`config.mk`:
```
export PLATFORM = sky130hd
export DESIGN_NAME = mbpf_sqrt
export DESIGN_NICKNAME = d
export VERILOG_FILES = /design/src/hdl/mbpf_pkg.sv /design/src/hdl/mbpf_sqrt.sv
export SDC_FILE = /design/constraint.sdc
export NUM_CORES = 2
export LEC_CHECK = 0
export BUFFER_PORTS_ARGS = -buffer_cell sky130_fd_sc_hd__buf_2
export CORE_ASPECT_RATIO = 0.6
export CORE_MARGIN = 3
export CORE_UTILIZATION = 30
export DETAILED_ROUTE_END_ITERATION = 12
export GPL_ROUTABILITY_DRIVEN = 0
export PLACE_DENSITY = 0.43
export SETUP_SLACK_MARGIN = 0.02
export SYNTH_ARGS = -nofsm -noshare
export SYNTH_HDL_FRONTEND = slang
export SYNTH_SLANG_ARGS = --single-unit
```
`constraint.sdc`:
```
create_clock -name clk_i -period 4.4 [get_ports clk_i]
set_clock_uncertainty 0.05 [all_clocks]
set_input_delay 0.22 -clock clk_i [delete_from_list [all_inputs] [get_ports clk_i]]
set_output_delay 0.22 -clock clk_i [all_outputs]
set_load 0.02 [all_outputs]
```
`src/hdl/mbpf_pkg.sv`:
```
// Shared constants and types for the Morse bond force pipeline.
// No dependencies; imported by every other file of the block except mbpf_delay.
package mbpf_pkg;

  localparam int VAL_W   = 32;
  localparam int FRAC_W  = 16;
  localparam int PARM_W  = 31;
  localparam int ROOT_W  = 31;
  localparam int SQ_W    = 2 * ROOT_W;
  localparam int P_W     = 2 * PARM_W - FRAC_W;
  localparam int MAG_W   = 62;
  localparam int UNIT_W  = 31;
  localparam int AXES    = 3;
  localparam int TERMS   = 7;

  localparam int SQRT_LAT = ROOT_W;
  localparam int DIV_LAT  = UNIT_W;
  localparam int EXP_LAT  = 35;
  localparam int PIPE_LAT = 3 + SQRT_LAT + EXP_LAT + 2;

  localparam logic [MAG_W-1:0]  CAP         = '1;
  localparam logic [30:0]       LOG2E_Q30   = 31'd1549082005;
  localparam logic [29:0]       LN2_Q30     = 30'd744261118;
  localparam logic [30:0]       Q30_ONE     = 31'h4000_0000;
  localparam logic [MAG_W-1:0]  Q32_ONE     = 62'h1_0000_0000;
  localparam logic [PARM_W-1:0] BREAK_RESET = 31'd196608;

  typedef struct packed {
    logic       cap;
    logic       zero;
    logic       left;
    logic [5:0] amt;
  } exp_ctl_t;

  typedef struct packed {
    logic                             brk;
    logic [AXES-1:0]                  dneg;
    logic [AXES-1:0][PARM_W-1:0]      dm;
    logic [PARM_W-1:0]                st;
    logic [PARM_W-1:0]                r0;
    logic [P_W-1:0]                   p;
  } side_t;

  typedef struct packed {
    logic            brk;
    logic            rz;
    logic [AXES-1:0] dneg;
  } tag_t;

endpackage

```
`src/hdl/mbpf_sqrt.sv`:
```
// Pipelined integer square root, one root bit per stage.
// Depends on mbpf_pkg.
module mbpf_sqrt import mbpf_pkg::*; (
  input  logic              clk_i,
  input  logic              en_i,
  input  logic [SQ_W-1:0]   sq_i,
  output logic [ROOT_W-1:0] root_o
);

  logic [31:0]       rem_q  [ROOT_W];
  logic [ROOT_W-1:0] root_q [ROOT_W];
  logic [SQ_W-1:0]   sq_q   [ROOT_W-1];

  for (genvar j = 0; j < ROOT_W; j++) begin : g_step
    localparam int Bit = ROOT_W - 1 - j;
    logic [31:0]       rem_in;
    logic [ROOT_W-1:0] root_in;
    logic [SQ_W-1:0]   sq_in;
    logic [33:0]       rem_sh;
    logic [33:0]       trial;

    if (j == 0) begin : g_first
      assign rem_in  = '0;
      assign root_in = '0;
      assign sq_in   = sq_i;
    end else begin : g_next
      assign rem_in  = rem_q[j-1];
      assign root_in = root_q[j-1];
      assign sq_in   = sq_q[j-1];
    end

    assign rem_sh = {rem_in, sq_in[2*Bit+1 -: 2]};
    assign trial  = {1'b0, root_in, 2'b01};

    always_ff @(posedge clk_i) begin
      if (en_i) begin
        if (rem_sh >= trial) begin
          rem_q[j]  <= 32'(rem_sh - trial);
          root_q[j] <= {root_in[ROOT_W-2:0], 1'b1};
        end else begin
          rem_q[j]  <= rem_sh[31:0];
          root_q[j] <= {root_in[ROOT_W-2:0], 1'b0};
        end
      end
    end

    if (j < ROOT_W - 1) begin : g_carry
      always_ff @(posedge clk_i) begin
        if (en_i) begin
          sq_q[j] <= sq_in;
        end
      end
    end
  end

  assign root_o = root_q[ROOT_W-1];

endmodule

```
==> results.yml <==
synthesis:
  synth_warnings: 0
  synth_cells: 8463
  async_flop_share: 0
  avgSynthCellArea_um2: 12.9
  synth-edff-count: 2341
  yosysUniqueCellTypes: 91
  ys.flop_type: "edfxtp_1"
  synth_area_um2: 109000
  ys_seq_area_frac: 0.642
  synth_nets: 9057
  synth_seq_cells: 2342
drt:
  wl_um: 253000
  dr.pass1.iters: 8
  wl_per_cell_um: 18.2
  drt_iter0_drc: 5921
  drc: 0
  via_count: 66300
  detail-route-antenna-nets: 0
  vias_per_cell: 4.78
outcome:
  status: "completed"
critical_path:
  critPathLaunchType: "flip-flop"
  critPathMaxFanout: 5
  r2r_slack_ps: 190
  cp.arrival_ps: 4820
  critPathKind: "reg2reg"
  endpoint_kind: "flip-flop"
  required_ps: 5010
die:
  die_w_um: 786
  dieArea_um2: 372000
  start_util: 0.302
  die_h_um: 474
  core_um2: 362000
  io_pins: 95
  rows: 171
cells_and_area:
  fin_util: 0.346
  n_fill_cell: 35400
  layout_common_cells: "edfxtp_1 (2341), inv_1 (673), nand2_1 (623)"
  finalNetCount: 9440
  regArea_um2: 70300
  drive_gt1_frac: 0.0798
  mostFrequentLayoutCell: "edfxtp_1"
  syn_to_final_growth_pct: 14.6
  multi_input_area_um2: 36000
timing:
  finalSetupTns_ps: 0
  clock.fmax_ghz: 0.237
  slew_viol_final: 0
  hold_violations: 0
  min_period_ps: 4210
  tightest_slew_ps: 1070
  slew_headroom: 0.284
  whs_ps: 79.8
  rsz0062_at_grt: "false"
  setup_ws_ps: 189
  fin_crit_sh: 0.957
  setup_viol: 0
power:
  leakage_uw: 0.0468
  max-vdd-ir-drop_mv: 0.325
  totalPowerFinal_uw: 65200
  power_density_nw_per_um2: 519
global_route:
  grtUsageMet1: 0.216
  overflow: 0
  busiest_layer: "met1"
  grt_util_met3: 0.0294
  grt_max_degree: 163
  grt_pass1_wl_um: 388000
  grt_usage: 0.132
  use_met2: 0.174
  antenna_found_initial: 14
  first_global_vias: 63600
place:
  dp_hpwl_um: 182000
  post-place-ws_ps: 358
  port_buffers: 94
cts:
  cts-root-buf: "clkbuf_16"
  cts_sinks: 2342
  cts_buffers: 238
  cts_setup_buffers: 0
  htreeDepth: 4
  clk_pin_slew_ps: 70
  clk_latency_ps: 910
  cts_tree: "built"
  cts.path.max_buffers: 4
run:
  maxCapViolations: 0
hold_path:
  hp-class: "in2reg"
cell families (layout without fill, tap and decap cells):
logic type / after synthesis / count (layout) / share of synthesized area
AOI/OAI and AO/OA: 1691 / 1691 / 0.0969
muxes: 102 / 102 / 0.0103
DFF: 2342 / 2342 / 0.642
adders and majority gates: 530 / 530 / 0.0606
buffers and inverters: 861 / 1437 / 0.0297
and+or+nand+nor: 2182 / 2182 / 0.0997
other: 0 / 5 / 0
xor gates and xnor gates: 755 / 755 / 0.0604
area by class of cell:
cell class,count,share of cell area
flip-flops and latches,2342,0.560
clock inverters,154,0.0124
inverters,674,0.0202
clock buffers,279,0.0495
repair buffers,330,0.0223
well taps,4844,0.0483
multi-input cells,5260,0.287
diodes,5,0.0000997
layer usage:
metal / up-vias / wire length, um
met1: 32100 / 134000
met5: - / 0
met4: 0 / 4650
li1: 32100 / -
met3: 334 / 17900
met2: 1763 / 95800
worst max-delay path, stage by stage (launching register included):
cell      delay (ps)
edfxtp_1         400
ha_1             380
o21ai_0          310
a21oi_1          160
o311ai_0         840
a31oi_2          400
a221oi_1         690
a21oi_1          180
a21oi_1          210
xnor2_1           80
mux2_2           260
state kept, by name, summed over array words and instances (netlist names):
name    cells
sq_q      930
rem_q     916
root_q    496
power breakdown:
part / internal [uW] / switching (uW)
sequential: 28300 / 2040
clock: 11800 / 8800
combinational: 5990 / 8180
Yosys cell counts (all sizes together) (11+ instances only):
cell type,instances,area share
or3,82,0.0047
nand3b,28,0.0019
o2111ai,14,0.0011
nor2,454,0.016
nor4b,27,0.0023
ha,530,0.061
o31a,11,0.00088
nand4b,14,0.0011
nand2b,99,0.0057
o21a,101,0.0069
o21bai,54,0.0037
nor2b,78,0.0045
nor4,110,0.0064
xor2,362,0.029
a311oi,13,0.0010
buf,14,0.00066
or2,33,0.0019
xnor2,393,0.031
clkbuf,173,0.0059
or4,48,0.0034
nand2,623,0.021
a21o,247,0.017
a21oi,449,0.021
edfxtp,2341,0.64
and2,47,0.0027
nor3b,19,0.0013
nand4,99,0.0057
o211ai,27,0.0019
a31oi,51,0.0029
nor3,198,0.0091
mux2i,15,0.0014
a211oi,45,0.0032
and4,19,0.0015
a21boi,21,0.0014
a2111oi,12,0.0011
o31ai,46,0.0032
nand3,138,0.0063
o311ai,14,0.0011
a211o,12,0.00096
and3,49,0.0028
o21ai,477,0.022
mux2,87,0.0089
inv,674,0.023
metrics by stage:
stage          instances  instance area [um2]
3_5_place_dp       13300               116000
5_1_grt            13900               125000
4_1_cts            13900               125000
3_3_place_gp       13300               116000
6_report           13900               125000
2_1_floorplan       8463               109000
final timing paths:
| path | start | to | depth (start not counted) |
|---|---|---|---|
| min reg2reg | sq_q[0][933]$_DFFE_PP_ | sq_q[1][3]$_DFFE_PP_ | 0 |
| max | rem_q[1][193]$_DFFE_PP_ | rem_q[1][248]$_DFFE_PP_ | 10 |
| max reg2reg | rem_q[1][193]$_DFFE_PP_ | rem_q[1][248]$_DFFE_PP_ | 10 |
| min | sq_i[18] | sq_q[0][18]$_DFFE_PP_ | 2 |
what timing repair did:
| action | 4_1_cts | 5_1_grt |
|---|---|---|
| setup endpoints to repair | 0 | 8 |
| hold buffers | 124 | 0 |
| endpoints found under the hold margin | 115 | 0 |
| resized for setup | 0 | 2 |
Note: power is estimated with default switching activity, not from simulation.
